### config.mk
export PLATFORM = sky130hd
export DESIGN_NAME = msw_div
export DESIGN_NICKNAME = d
export VERILOG_FILES = /design/src/rtl/msw_div.sv
export SDC_FILE = /design/constraint.sdc
export NUM_CORES = 1
export LEC_CHECK = 0
export ABC_CLOCK_PERIOD_IN_PS = 4600
export BUFFER_PORTS_ARGS = -buffer_cell sky130_fd_sc_hd__buf_2
export CAP_MARGIN = 25
export CORE_UTILIZATION = 40
export DETAILED_ROUTE_END_ITERATION = 16
export GPL_TIMING_DRIVEN = 0
export PLACE_DENSITY = 0.64
export SLEW_MARGIN = 20
export SYNTH_ARGS = -nofsm -noshare
export SYNTH_HDL_FRONTEND = slang
export SYNTH_SLANG_ARGS = --single-unit
### constraint.sdc
create_clock -name i_clk -period 4.6 [get_ports i_clk]
set_input_delay 0.46 -clock i_clk [delete_from_list [all_inputs] [get_ports i_clk]]
set_output_delay 0.46 -clock i_clk [all_outputs]
set_load 0.01 [all_outputs]
### src/rtl/msw_div.sv
`timescale 1ns / 1ps
module msw_div #(
    parameter int NW   = 36,
    parameter int DW   = 25,
    parameter int QW   = 10,
    localparam int CNTW = $clog2(NW)
) (
    input  logic                 i_clk,
    input  logic                 i_rst_n,
    input  logic                 i_start,
    input  logic signed [NW-1:0] i_num,
    input  logic [DW-1:0]        i_den,
    output logic                 o_done,
    output logic signed [QW-1:0] o_quot
);

    logic            r_busy;
    logic            r_done;
    logic [CNTW-1:0] r_cnt;
    logic            r_neg;
    logic [NW-1:0]   r_mag;
    logic [DW-1:0]   r_rem;
    logic [DW-1:0]   r_den;
    logic [DW:0]     trial;
    logic            fits;
    logic [NW-1:0]   quot;

    // Restoring division, one quotient bit per cycle; the dividend shifts out
    // of r_mag as the quotient shifts in.
    assign trial = {r_rem, r_mag[NW-1]};
    assign fits  = trial >= {1'b0, r_den};

    always_ff @(posedge i_clk) begin
        if (!i_rst_n) begin
            r_busy <= 1'b0;
            r_done <= 1'b0;
        end else begin
            r_done <= 1'b0;
            if (i_start) begin
                r_busy <= 1'b1;
                r_cnt  <= CNTW'(NW - 1);
                r_neg  <= i_num[NW-1];
                r_mag  <= i_num[NW-1] ? NW'(-i_num) : NW'(i_num);
                r_rem  <= '0;
                r_den  <= i_den;
            end else if (r_busy) begin
                r_mag <= {r_mag[NW-2:0], fits};
                r_rem <= fits ? DW'(trial - {1'b0, r_den}) : trial[DW-1:0];
                if (r_cnt == '0) begin
                    r_busy <= 1'b0;
                    r_done <= 1'b1;
                end else begin
                    r_cnt <= r_cnt - 1'b1;
                end
            end
        end
    end

    // Floor division: a negative quotient with a remainder steps one further down.
    always_comb begin
        if (!r_neg) begin
            quot = r_mag;
        end else if (r_rem != '0) begin
            quot = ~r_mag;
        end else begin
            quot = NW'(-r_mag);
        end
    end

    assign o_done = r_done;
    assign o_quot = quot[QW-1:0];

endmodule

# ---- After elaboration in Yosys (flattened, before gate mapping)
# Cells that the tools add are included.
dict set report totals {
  output_inout_bits 11
  register_bits 95
  input_bits 64
  word_cells 36
}
dict set report classes {
  n_lt_le_gt_ge 1
  n_mux 13
  add_sub_neg 4
  n_bitwise 3
  eq_ne 1
  n_reduce_logical 7
}
# operator count
set ops {}
lappend ops {{2-to-1 mux 36 bit} 3}
lappend ops {{2-to-1 mux 25 bit} 2}
lappend ops {{negation 36 bit} 1}
lappend ops {{greater-or-equal comparator 26 x 25 -> 1 bit} 1}
lappend ops {{nonzero test 25 bit} 1}
lappend ops {{subtractor 25 bit} 1}
lappend ops {{2-to-1 mux 10 bit} 2}
lappend ops {{2-to-1 mux 6 bit} 2}
lappend ops {{negation 10 bit} 1}
lappend ops {{NOT 10 bit} 1}
lappend ops {{logical NOT 6 bit} 1}
lappend ops {{subtractor 6 x 1 -> 6 bit, second input constant} 1}
lappend ops {{2-to-1 mux 1 bit} 4}
lappend ops {{AND reduction 2 bit} 2}
lappend ops {{AND reduction 3 bit} 1}
lappend ops {{OR reduction 3 bit} 1}
lappend ops {{inequality test 2 bit, second input constant} 1}
lappend ops {{NOT 1 bit} 2}
lappend ops {{nonzero test 2 bit} 1}

# ---- Logic depth before layout (Yosys ltp)
dict set report logic_depth {
  word_depth 4
  depth_mapped 13
  mapped_depth_nobuf 11
}

# ---- Worst setup path before layout
# Ideal clock, no wire load.
dict set report synth_timing {
  kind {register to register}
  start {reg r_mag[35]}
  end {reg r_rem[12] (data pin)}
  path_slack_ns 1.504
  n_path_buf 1
  required_time_ns 4.334
  arrival_ns 2.830
  setup_ns 0.266
  path_stages_with_launch 13
  period_less_slack_ns 3.096
  cell_sequence {edfxtp_1 > inv_1 > ha_1 > inv_1 > fa_1 > a21o_1 > a221o_1 > a211oi_1 > a21o_1 > nand2_1 > clkbuf_1 > mux2i_1 > nor2_1}
}
dict set report synth_via {
  elab_chain_cells 3
  elab_cells_between_ends 4
  cone_classes {1 x add/sub; 1 x order compare; 2 x mux}
}
# element line
set synth_rtl {}
lappend synth_rtl {{start, declared} 21} ;# logic [NW-1:0] r_mag;
lappend synth_rtl {{start signal, assigned} 43} ;# r_mag <= i_num[NW-1] ? NW'(-i_num) : NW'(i_num);
lappend synth_rtl {{start signal, assigned} 47} ;# r_mag <= {r_mag[NW-2:0], fits};
lappend synth_rtl {{subtractor 25 bit / greater-or-equal comparator 26 x 25 -> 1 bit (equally long branches)} {48, 31}}
lappend synth_rtl {{2-to-1 mux 25 bit *} 48} ;# r_rem <= fits ? DW'(trial - {1'b0, r_den}) : trial[DW-1:0];
lappend synth_rtl {{2-to-1 mux 25 bit *} 46} ;# end else if (r_busy) begin
lappend synth_rtl {{end signal, assigned} 48}
lappend synth_rtl {{end, declared} 22} ;# logic [DW-1:0] r_rem;
# Mark *: on every way between the ends. The rest lies on a longest branch, timed or not. The select of a mux whose other input is x is not followed.
# A chain may end at the register's enable or synchronous reset.

# ---- Worst setup path after layout
dict set report layout_timing {
  start {reg r_mag[35]}
  end {reg r_rem[10] (data pin)}
}
# The elaborated chain is that of the path after synthesis.

==> flow_summary.json <==
{
  "final_common_cell": "edfxtp_1",
  "dp_hpwl_um": 11200,
  "numClockSinks": 95,
  "clockBufferDepth": 2,
  "synth-seq-cells": 95,
  "rsz0062_at_grt": "no",
  "fmax_mhz": 252,
  "ctsRootBufferMaster": "clkbuf_16",
  "cts_buffers": 9,
  "rr_worst_depth": 13,
  "worstSetupPathDepth": 13,
  "synthesis.nets": 735,
  "viasPerCell": 5.56,
  "slew_violations": 0,
  "pin_count": 75,
  "mostFrequentLayoutCells": "edfxtp_1, nor2_1, buf_2",
  "critPathMaxFanout": 10,
  "p_leak_nw": 2.80,
  "synthesis.area_um2": 6180,
  "fin_crit_sh_pct": 86.3,
  "hold_viol": 0,
  "gp_congestion": 0.892,
  "start_util_pct": 40.8,
  "final-setup-viol-count": 0,
  "outcome": "finished, final reports clean",
  "num_vias": 5124,
  "drc": 0,
  "globalRouteTotalUtil_pct": 19.5,
  "critPathMaxStageDelay_ns": 0.62,
  "maxCapViolations": 0,
  "hold_path_depth": 1,
  "cts_hold_buf": 0,
  "setup_tns_ns": 0,
  "die-area_um2": 16000,
  "coreArea_um2": 15100,
  "routed_wl_um": 15000,
  "total_power_mw": 2.49,
  "ctsHtreeMaxLevel": 3,
  "fp.dieW_um": 126,
  "cts_tree": "built",
  "drt_iter0_drc": 343,
  "wl_per_cell_um": 16.3,
  "grt_pass1_vias": 4991,
  "ir_drop_uv": 197,
  "fp.dieH_um": 126,
  "synthArstFlopShare_pct": 0,
  "drive_above_1_share_pct": 13.9,
  "postSynthCellCount": 641,
  "grt_pass1_wl_um": 24700,
  "path_cells": "inv_1 -> ha_1 -> inv_1 -> fa_1 -> a21o_1 -> a221o_1 -> a211oi_1 -> a21o_1 -> and2_1 -> clkbuf_1 -> clkbuf_1 -> nand2_1 -> a21oi_1",
  "area_growth_pct": 15.1,
  "post_cts_buffers": 0,
  "overflow": 0,
  "synth-seq-area-share_pct": 45.8,
  "synth_area_per_cell_um2": 9.64,
  "clk_pin_slew_ns": 0.07,
  "end_kind": "flip-flop",
  "synth_edf_count": 93,
  "critPathSlowestCell": "a211oi_1",
  "grt_max_degree": 47,
  "path_delay_family": "compound AO/OA/AOI/OAI gates",
  "worstMarginPinSlew_ns": 0.753,
  "firstDrtPassIters": 4,
  "antenna_found_initial": 1,
  "cts_resized": 0,
  "pwr_density_cell_nw_per_um2": 350,
  "reg2reg_slack_ns": 0.63,
  "layout.nets": 821,
  "ys_warn_count": 0,
  "path_class": "reg -> reg",
  "min_period_ns": 3.97,
  "min_path_type": "in -> reg",
  "synth_flop_cell": "edfxtp_1",
  "worstPathArrival_ns": 4.15,
  "slew-limit-headroom_pct": 49.8,
  "ant_nets": 0,
  "port_buffers": 74,
  "fin_skew_ns": 0.00922,
  "crit_required_ns": 4.78,
  "clock_latency_ns": 0.36,
  "critPathLaunchType": "flip-flop",
  "num-fill-cells": 1459,
  "critPathBufInv": 4,
  "num_rows": 45,
  "synth_cell_types": 55
}
registers in the layout (all words and copies together), names as in the netlist:
| register | count |
|---|---|
| r_cnt | 6 |
| r_busy | 1 |
| r_neg | 1 |
| r_rem | 25 |
| r_den | 25 |
| r_mag | 36 |
| o_done | 1 |
path summary, 6_finish.rpt:
path                                start        end
worst min-delay path             i_den[8]   r_den[8]
worst max-delay path            r_mag[35]  r_rem[10]
worst min register to register     r_busy     o_done
worst max register to register  r_mag[35]  r_rem[10]
cells in the mapped netlist, drive strengths merged (15+ instances only):
library cell,n,share of area (%)
a21oi,69,5.6
clkbuf,28,1.7
edfxtp,93,45
ha,29,5.9
inv,39,2.4
nand2,43,2.6
nand3,15,1.2
nor2,75,4.6
o21ai,35,2.8
xnor2,24,3.4
xor2,39,5.5
routing by layer:
layer  up-vias  global-route usage (%)  share of wire (%)
met5         -                       0                  0
met4         0                    6.66                1.6
met3        18                    3.29                5.6
met2       148                    31.8                 47
met1      2429                    26.3                 46
li1       2529                       -                  -
worst register-to-register path: stages (launching register included):
cell	delay (ns)
edfxtp_1	0.39
inv_1	0.07
ha_1	0.15
inv_1	0.05
fa_1	0.41
a21o_1	0.24
a221o_1	0.35
a211oi_1	0.62
a21o_1	0.26
and2_1	0.14
clkbuf_1	0.32
clkbuf_1	0.49
nand2_1	0.11
a21oi_1	0.22
power by group:
group | leakage, nW | switching, mW | internal (mW)
logic | 1.77 | 0.384 | 0.261
clock network | 0.136 | 0.332 | 0.423
registers | 0.899 | 0.0437 | 1.05
cells by family after synthesis:
group	synth area share, %
AO/OA/AOI/OAI	16.8
XOR/XNOR	8.93
adder cells (fa/ha/maj)	6.19
buffers and inverters	4.07
AND/OR/NAND/NOR	16.8
flip-flops	45.8
multiplexers	1.46
layout make-up:
cell class,instances,area [µm²],area share (%)
Multi-Input combinational cell,479,3110,43.6
Sequential cell,95,2830,39.8
Timing Repair Buffer,75,398,5.59
Tap cell,188,235,3.30
Clock buffer,11,233,3.27
Inverter,39,146,2.06
Buffer,28,105,1.48
Clock inverter,5,58.8,0.826
Antenna cell,1,2.50,0.0352
through the flow:
step	setup WS (ns)	utilization [%]	hold slack [ns]	cell area, µm²	cells
2_1_floorplan	1.50	-	0.415	6180	641
3_3_place_gp	0.661	44.8	0.454	6790	903
3_5_place_dp	0.657	45.1	0.476	6820	904
4_1_cts	0.632	47.0	0.270	7120	920
5_1_grt	0.262	47.0	0.269	7120	920
6_report	0.630	47.0	0.275	7120	921
Power figures use the tool's default switching activity.
