<file path="config.mk">
export PLATFORM = sky130hd
export DESIGN_NAME = msw_gather
export DESIGN_NICKNAME = d
export VERILOG_FILES = /design/src/rtl/msw_pkg.sv /design/src/rtl/msw_gather.sv
export SDC_FILE = /design/constraint.sdc
export NUM_CORES = 1
export LEC_CHECK = 0
export ABC_AREA = 1
export BUFFER_PORTS_ARGS = -buffer_cell sky130_fd_sc_hd__buf_4
export CORE_UTILIZATION = 49
export CTS_CLUSTER_SIZE = 20
export DETAILED_ROUTE_END_ITERATION = 16
export PLACE_DENSITY = 0.65
export REMOVE_ABC_BUFFERS = 1
export SLEW_MARGIN = 20
export SYNTH_ARGS = -nofsm -noshare
export SYNTH_HDL_FRONTEND = slang
export SYNTH_SLANG_ARGS = --single-unit
</file>
<file path="constraint.sdc">
create_clock -name i_clk -period 4.8 [get_ports i_clk]
set_input_delay 0.24 -clock i_clk [delete_from_list [all_inputs] [get_ports i_clk]]
set_output_delay 0.24 -clock i_clk [all_outputs]
set_load 0.01 [all_outputs]
</file>
<file path="src/rtl/msw_pkg.sv">
`timescale 1ns / 1ps
package msw_pkg;

    // Box coordinates while the search runs; the box never leaves a few hundred pixels.
    localparam int CRD_W     = 10;
    // Pixel offset from the box centre.
    localparam int OFF_W     = 12;
    // Weight times offset.
    localparam int PRD_W     = 21;
    // Moment sums: up to 255 x 255 cells, weight 255, offset 255.
    localparam int MOM_W     = 34;
    localparam int WS_W      = 24;
    // Rounded shift numerator 2*M + W and denominator 2*W.
    localparam int DIV_NW    = MOM_W + 2;
    localparam int DIV_DW    = WS_W + 1;
    // Shift of one mean-shift step.
    localparam int SHF_W     = 10;
    localparam int OUT_W     = 9;
    localparam int SHO_W     = 7;
    localparam int CFG_IDX_W = 2;
    localparam int CFG_DAT_W = 8;

    localparam logic OP_LOAD = 1'b0;
    localparam logic OP_RUN  = 1'b1;

    typedef enum logic [CFG_IDX_W-1:0] {
        CFG_IMAGE_WIDTH  = 2'd0,
        CFG_IMAGE_HEIGHT = 2'd1,
        CFG_SHIFT_LIMIT  = 2'd2,
        CFG_MAX_ITER     = 2'd3
    } t_cfg_idx;

    typedef struct packed {
        logic signed [CRD_W-1:0] left;
        logic signed [CRD_W-1:0] top;
        logic signed [CRD_W-1:0] right;
        logic signed [CRD_W-1:0] bottom;
    } t_box;

    typedef struct packed {
        logic                    start;
        t_box                    box;
        logic signed [CRD_W-1:0] cx;
        logic signed [CRD_W-1:0] cy;
    } t_gather_req;

    typedef struct packed {
        logic                    done;
        logic signed [MOM_W-1:0] mx;
        logic signed [MOM_W-1:0] my;
        logic [WS_W-1:0]         ws;
    } t_gather_rsp;

    // Midpoint of coordinates a and b, truncated toward zero.
    function automatic logic signed [CRD_W-1:0] mid(input logic signed [CRD_W-1:0] a,
                                                   input logic signed [CRD_W-1:0] b);
        logic signed [CRD_W:0] s;
        logic signed [CRD_W:0] q;
        s = (CRD_W+1)'(a) + (CRD_W+1)'(b);
        q = (s + (CRD_W+1)'(s[CRD_W])) >>> 1;
        return q[CRD_W-1:0];
    endfunction

endpackage

</file>
<file path="src/rtl/msw_gather.sv">
`timescale 1ns / 1ps
module msw_gather #(
    parameter int IMG_W = 128,
    parameter int IMG_H = 128,
    localparam int AW   = $clog2(IMG_W * IMG_H)
) (
    input  logic                 i_clk,
    input  logic                 i_rst_n,
    input  msw_pkg::t_gather_req i_req,
    output msw_pkg::t_gather_rsp o_rsp,
    output logic                 o_rd_en,
    output logic [AW-1:0]        o_rd_addr,
    input  logic [7:0]           i_rd_data
);
    import msw_pkg::*;

    localparam int XW = $clog2(IMG_W);
    localparam int YW = $clog2(IMG_H);
    localparam int EW = 12;
    localparam logic signed [EW-1:0] LIM_X = EW'(IMG_W);
    localparam logic signed [EW-1:0] LIM_Y = EW'(IMG_H);

    function automatic logic signed [EW-1:0] clip(input logic signed [EW-1:0] v,
                                                 input logic signed [EW-1:0] hi);
        logic signed [EW-1:0] r;
        r = v;
        if (v < 0) begin
            r = '0;
        end else if (v > hi) begin
            r = hi;
        end
        return r;
    endfunction

    logic signed [EW-1:0]    c0, c1, r0, r1, c_last, r_last;
    logic                    none;
    logic signed [OFF_W-1:0] off_x, off_y;

    logic                    r_active;
    logic                    r_busy;
    logic                    r_done;
    logic [XW-1:0]           r_col, r_col_lo, r_col_last;
    logic [YW-1:0]           r_row, r_row_last;
    logic signed [CRD_W-1:0] r_cx, r_cy;
    logic                    r_b_valid;
    logic signed [OFF_W-1:0] r_b_offx, r_b_offy;
    logic                    r_c_valid;
    logic signed [PRD_W-1:0] r_c_px, r_c_py;
    logic [7:0]              r_c_w;
    logic signed [MOM_W-1:0] r_mx, r_my;
    logic [WS_W-1:0]         r_ws;

    // Cells outside the frame weigh nothing, so the scan covers the box
    // clipped to the frame only.
    always_comb begin
        c0     = clip(EW'(i_req.box.left), LIM_X);
        c1     = clip(EW'(i_req.box.right), LIM_X);
        r0     = clip(EW'(i_req.box.top), LIM_Y);
        r1     = clip(EW'(i_req.box.bottom), LIM_Y);
        c_last = c1 - EW'(1);
        r_last = r1 - EW'(1);
        none   = (c0 >= c1) || (r0 >= r1);
    end

    assign off_x     = OFF_W'(r_col) - OFF_W'(r_cx);
    assign off_y     = OFF_W'(r_row) - OFF_W'(r_cy);
    assign o_rd_en   = r_busy;
    assign o_rd_addr = AW'(r_row) * AW'(IMG_W) + AW'(r_col);

    always_ff @(posedge i_clk) begin
        if (!i_rst_n) begin
            r_active  <= 1'b0;
            r_busy    <= 1'b0;
            r_done    <= 1'b0;
            r_b_valid <= 1'b0;
            r_c_valid <= 1'b0;
        end else begin
            r_done    <= 1'b0;
            r_b_valid <= r_busy;
            r_c_valid <= r_b_valid;
            if (i_req.start) begin
                r_active   <= 1'b1;
                r_busy     <= !none;
                r_col      <= c0[XW-1:0];
                r_col_lo   <= c0[XW-1:0];
                r_col_last <= c_last[XW-1:0];
                r_row      <= r0[YW-1:0];
                r_row_last <= r_last[YW-1:0];
                r_cx       <= i_req.cx;
                r_cy       <= i_req.cy;
                r_mx       <= '0;
                r_my       <= '0;
                r_ws       <= '0;
            end else begin
                if (r_busy) begin
                    if (r_col == r_col_last) begin
                        r_col <= r_col_lo;
                        if (r_row == r_row_last) begin
                            r_busy <= 1'b0;
                        end else begin
                            r_row <= r_row + 1'b1;
                        end
                    end else begin
                        r_col <= r_col + 1'b1;
                    end
                end
                if (r_c_valid) begin
                    r_mx <= r_mx + MOM_W'(r_c_px);
                    r_my <= r_my + MOM_W'(r_c_py);
                    r_ws <= r_ws + WS_W'(r_c_w);
                end
                if (r_active && !r_busy && !r_b_valid && !r_c_valid) begin
                    r_active <= 1'b0;
                    r_done   <= 1'b1;
                end
            end
        end
    end

    // Offsets travel alongside the read so they line up with the returned weight.
    always_ff @(posedge i_clk) begin
        r_b_offx <= off_x;
        r_b_offy <= off_y;
        r_c_px   <= $signed({1'b0, i_rd_data}) * r_b_offx;
        r_c_py   <= $signed({1'b0, i_rd_data}) * r_b_offy;
        r_c_w    <= i_rd_data;
    end

    assign o_rsp.done = r_done;
    assign o_rsp.mx   = r_mx;
    assign o_rsp.my   = r_my;
    assign o_rsp.ws   = r_ws;

endmodule

</file>
* Word level (Yosys, flattened, before mapping)
Cells that the tools add are included.
** Operators by class
- Add/subtract/negate cells :: 10
- Multiply operators :: 2
- Magnitude comparators :: 10
- Eq/ne operators :: 3
- Muxes and demuxes :: 25
- Bitwise operators :: 1
- Reductions and logical operators :: 17
** Operators with widths (number)
- $mux W12 :: 8
- $add A34 B20 Y34 :: 2
- $mux W34 :: 2
- $mux W7 :: 7
- $gt A10 B9 Y1 const B :: 4
- $lt A10 B1 Y1 const B :: 4
- $mul A9 B11 Y20 :: 2
- $add A24 B8 Y24 :: 1
- $ge A12 B12 Y1 :: 2
- $mux W24 :: 1
- $sub A8 B10 Y11 :: 2
- $add A14 B7 Y14 :: 1
- $add A7 B1 Y7 const B :: 2
- $eq A7 B7 Y1 :: 2
- $sub A7 B2 Y7 const B :: 2
- $reduce_bool A2 Y1 :: 4
- $mux W1 :: 7
- $reduce_and A2 Y1 :: 3
- $logic_not A1 Y1 :: 4
- $reduce_and A4 Y1 :: 1
- $logic_and A1 B1 Y1 :: 3
- $ne A2 B2 Y1 const B :: 1
- $reduce_or A2 Y1 :: 1
- $logic_or A1 B1 Y1 :: 1
- $not A1 Y1 :: 1
** Storage, ports and cells
- Register bits :: 222
- Input port bits :: 71
- Output and inout port bits :: 108
- Word-level logic and storage cells :: 88

* Logic depth before layout (Yosys ltp)
- Depth after elaboration :: 7
- Depth in mapped cells :: 28
- Depth with buffers taken out :: 28

* Least setup slack after synthesis
No wires, ideal clock.
- Kind :: reg-to-reg
- Start point :: register r_b_offy[10] (netlist name)
- End point :: register r_c_py[19] (netlist name)
- Library setup time :: 0.121 ns
- Arrival :: 4.039 ns
- Data required time :: 4.679 ns
- Path slack :: 0.639 ns
- Cell stages (with the launch flop) :: 17
- Path buffers :: 1
- Period minus slack after synthesis :: 4.161 ns
- Path through :: dfxtp_1 clkbuf_1 nand2_1 inv_1 fa_1 inv_1 fa_1 fa_1 fa_1 inv_1 ha_1 a21o_1 a211oi_1 nand2_1 nand3_1 nand2_1 xor2_1
** Between the ends
- Word-level cells in the longest chain between the ends :: 1
** RTL lines
- $mul A9 B11 Y20 :: line msw_gather.sv:125 : r_c_py <= $signed({1'b0, i_rd_data}) * r_b_offy;
No other way between the ends.
A chain may end at the register's enable or synchronous reset.

* Worst setup path in the final report
- Start point :: input i_rd_data[0]
- End point :: register r_c_py[19] (netlist name)
** Between the ends
- Word-level cells in the longest chain between the ends :: 1
** RTL lines
- from (decl) :: line msw_gather.sv:13 : input logic [7:0] i_rd_data
- $mul A9 B11 Y20 :: line msw_gather.sv:125
No other way between the ends.

==> out/qor.yml <==
outcome: "finished, final reports clean"
die_x_um: 203
synthArstFlopShare_pct: 0
cp.depth: 18
wirelength_met1_um: 21400
highest_layer: "met4"
fin_crit_sh_pct: 92.4
path_buf_inv: 5
worst_clock_skew_ps: 16.3
yosysWarnings: 0
critPathMaxFanout: 23
p_leak_nw: 11.8
dp.cells: 3115
peakVddDrop_v: 0.000432
cp_top_family: "adder cells"
end_kind: "flop"
startpoint: "i_rd_data[0]"
timing.hold.ws_ps: 75.3
crit_path_start_kind: "input port"
gp_congestion: 0.906
synthDominantCellAreaShare_pct: 22.2
slew_headroom_pct: 40.6
wl_met3_um: 2090
maxCapViolations: 0
clk_latency_ps: 550
synth_edf_count: 147
tightest_slew_ps: 890
clk_path_buf_depth: 3
ys_types: 51
min_period_ps: 4440
fin_tns_setup_ps: 0
tritoncts: "built"
synth_largest_area_cell: "edfxtp_1"
crit_path_top_delay_cell: "fa_1"
drt_iter0_drc: 721
antenna_found_initial: 0
cts_made_buffers: 27
place.port_buffers: 178
grtUsageTotal_pct: 22.7
setup_violations: 0
wl_met2_um: 21700
fin_cells: 3193
num_vias: 16000
grt_max_degree: 53
cts.htree.levels: 1
synth_most_common_cell: "inv_1"
dr.pass1.iters: 5
r2r-start: "r_b_offx[10]"
grt_pass1_vias: 16200
io_pins: 179
clk_pin_slew_worst_paths_ps: 60
dp_hpwl_um: 37000
drc: 0
finalHoldViolCount: 0
ys_top_cells_by_count: "inv_1 (544), nand2_1 (488), a21oi_1 (194), ha_1 (189), nor2_1 (181)"
start_util_pct: 49.8
grt_overflow_total: 0
synth_area_per_cell_um2: 8.09
syn_inst: 2458
worstPathCellList: "dlygate4sd3_1 > buf_4 > nand2_1 > inv_1 > fa_1 > inv_1 > fa_1 > fa_1 > fa_1 > inv_1 > ha_1 > a21oi_1 > o21ai_0 > a211oi_1 > nand2_1 > nand3_1 > nand2_1 > xor2_1"
die_y_um: 203
worstPathArrival_ps: 4870
grt_pass1_wl_um: 77300
pwr_density_cell_nw_per_um2: 657
synth.area.top_cells: "edfxtp_1 (22%), fa_1 (15%), ha_1 (12%)"
n_antenna_cell: 0
ant_nets: 0
wl_um: 46300
fillers: 3648
cts_hold_buf: 29
syn_to_final_growth_pct: 15.1
critPathMaxStageDelay_ps: 540
ys.flop_type: "edfxtp_1"
drive_gt1_share_pct: 9.56
yosysSeqAreaShare_pct: 29.7
fmax_mhz: 225
nets: 3057
hold_class: "in2reg"
hp-start: "i_req[20]"
utilization_pct: 57.3
dieArea_um2: 41400
crit_top_cell: "fa_1"
cts_sinks: 222
slew_violations: 0
core_um2: 39900
rr_worst_depth: 16
cp.required_ps: 5230
cts_setup_buffers: 0
ys_ff_latch: 222
fp-row-count: 73
worstSetupPathType: "in2reg"
detail_route.vias_per_cell: 5.01
rsz0062_at_grt: "false"
wire_per_inst_um: 14.5
dpl_cell_area_um2: 21700
syn_area_um2: 19900
fin_area_um2: 22900
root_buffer: "clkbuf_16"
cts_resized: 0
hold_depth: 4
## final timing paths
check                   to  slack [ps]
min          r_row_last[0]          80
max             r_c_py[19]         360
min reg2reg      r_c_valid         450
max reg2reg     r_c_px[19]         410
## worst min-delay path: cells and delay by family
kind	cells	cell delay, ps
buffers and inverters	3	220
and+or+nand+nor	1	50
## registers in the layout, indices dropped and copies added (netlist names), 8 cells and up
register and cells:
r_c_py 20, r_mx 34, r_c_px 20, r_b_offy 11
r_my 34, r_ws 24, r_c_w 8, r_b_offx 11
r_cx 10, r_cy 10
## logic make-up (layout without fill, tap and decap cells)
family,Yosys count,count (layout),share of synthesized area (%)
compound gates,415,415,11.7
simple gates,790,790,16.2
flops,222,222,29.7
buf+inv,602,810,11.5
fa+ha+maj,338,338,26.9
xor+xnor,89,89,3.92
other cells,2,4,0.0378
## report_power, final
part | internal, mW | total, mW | leakage, nW | switching (mW)
registers | 2.65 | 2.97 | 2.04 | 0.328
clock network | 1.19 | 2.01 | 0.443 | 0.822
logic | 3.91 | 10.0 | 9.27 | 6.13
total | 7.75 | 15.0 | 11.8 | 7.28
## placed cells by master (no fill, tap or decap), drive strengths merged, types with 3 or more instances in the layout
master	instances
inv	552
nand2	489
a21oi	199
ha	189
buf	183
nor2	182
fa	149
edfxtp	147
o21ai	135
dfxtp	75
nand3	61
xor2	56
clkbuf	39
xnor2	33
dlygate4sd3	29
nor3	22
nand4	19
a21o	17
o21bai	17
o21a	11
a31oi	7
nor4	7
clkinv	7
a211oi	6
a21boi	6
o31ai	5
conb	4
o211ai	3
nand3b	3
and2	3
## cell type report
class,count,area [um2],share of cell area (%)
clock buffers,39,825,3.60
clock inverters,10,58.8,0.257
inverters,549,2060,9.01
multi-input cells,1636,11700,51.1
flip-flops and latches,222,5920,25.9
well taps,525,657,2.87
repair buffers,212,1660,7.27
## stage by stage
stage               total power [mW]  setup slack [ps]
finish                          15.0               364
global route                    16.8              51.7
CTS                             15.1               373
detailed placement              13.0               342
global placement                12.8               434
floorplan                       10.6               746
## layer usage
metal,track usage (%),vias up
li1,-,8150
met1,30.1,7417
met2,39.1,347
met3,2.44,73
met4,6.93,0
met5,0,-
No activity file was read; power rests on OpenSTA's default activity.
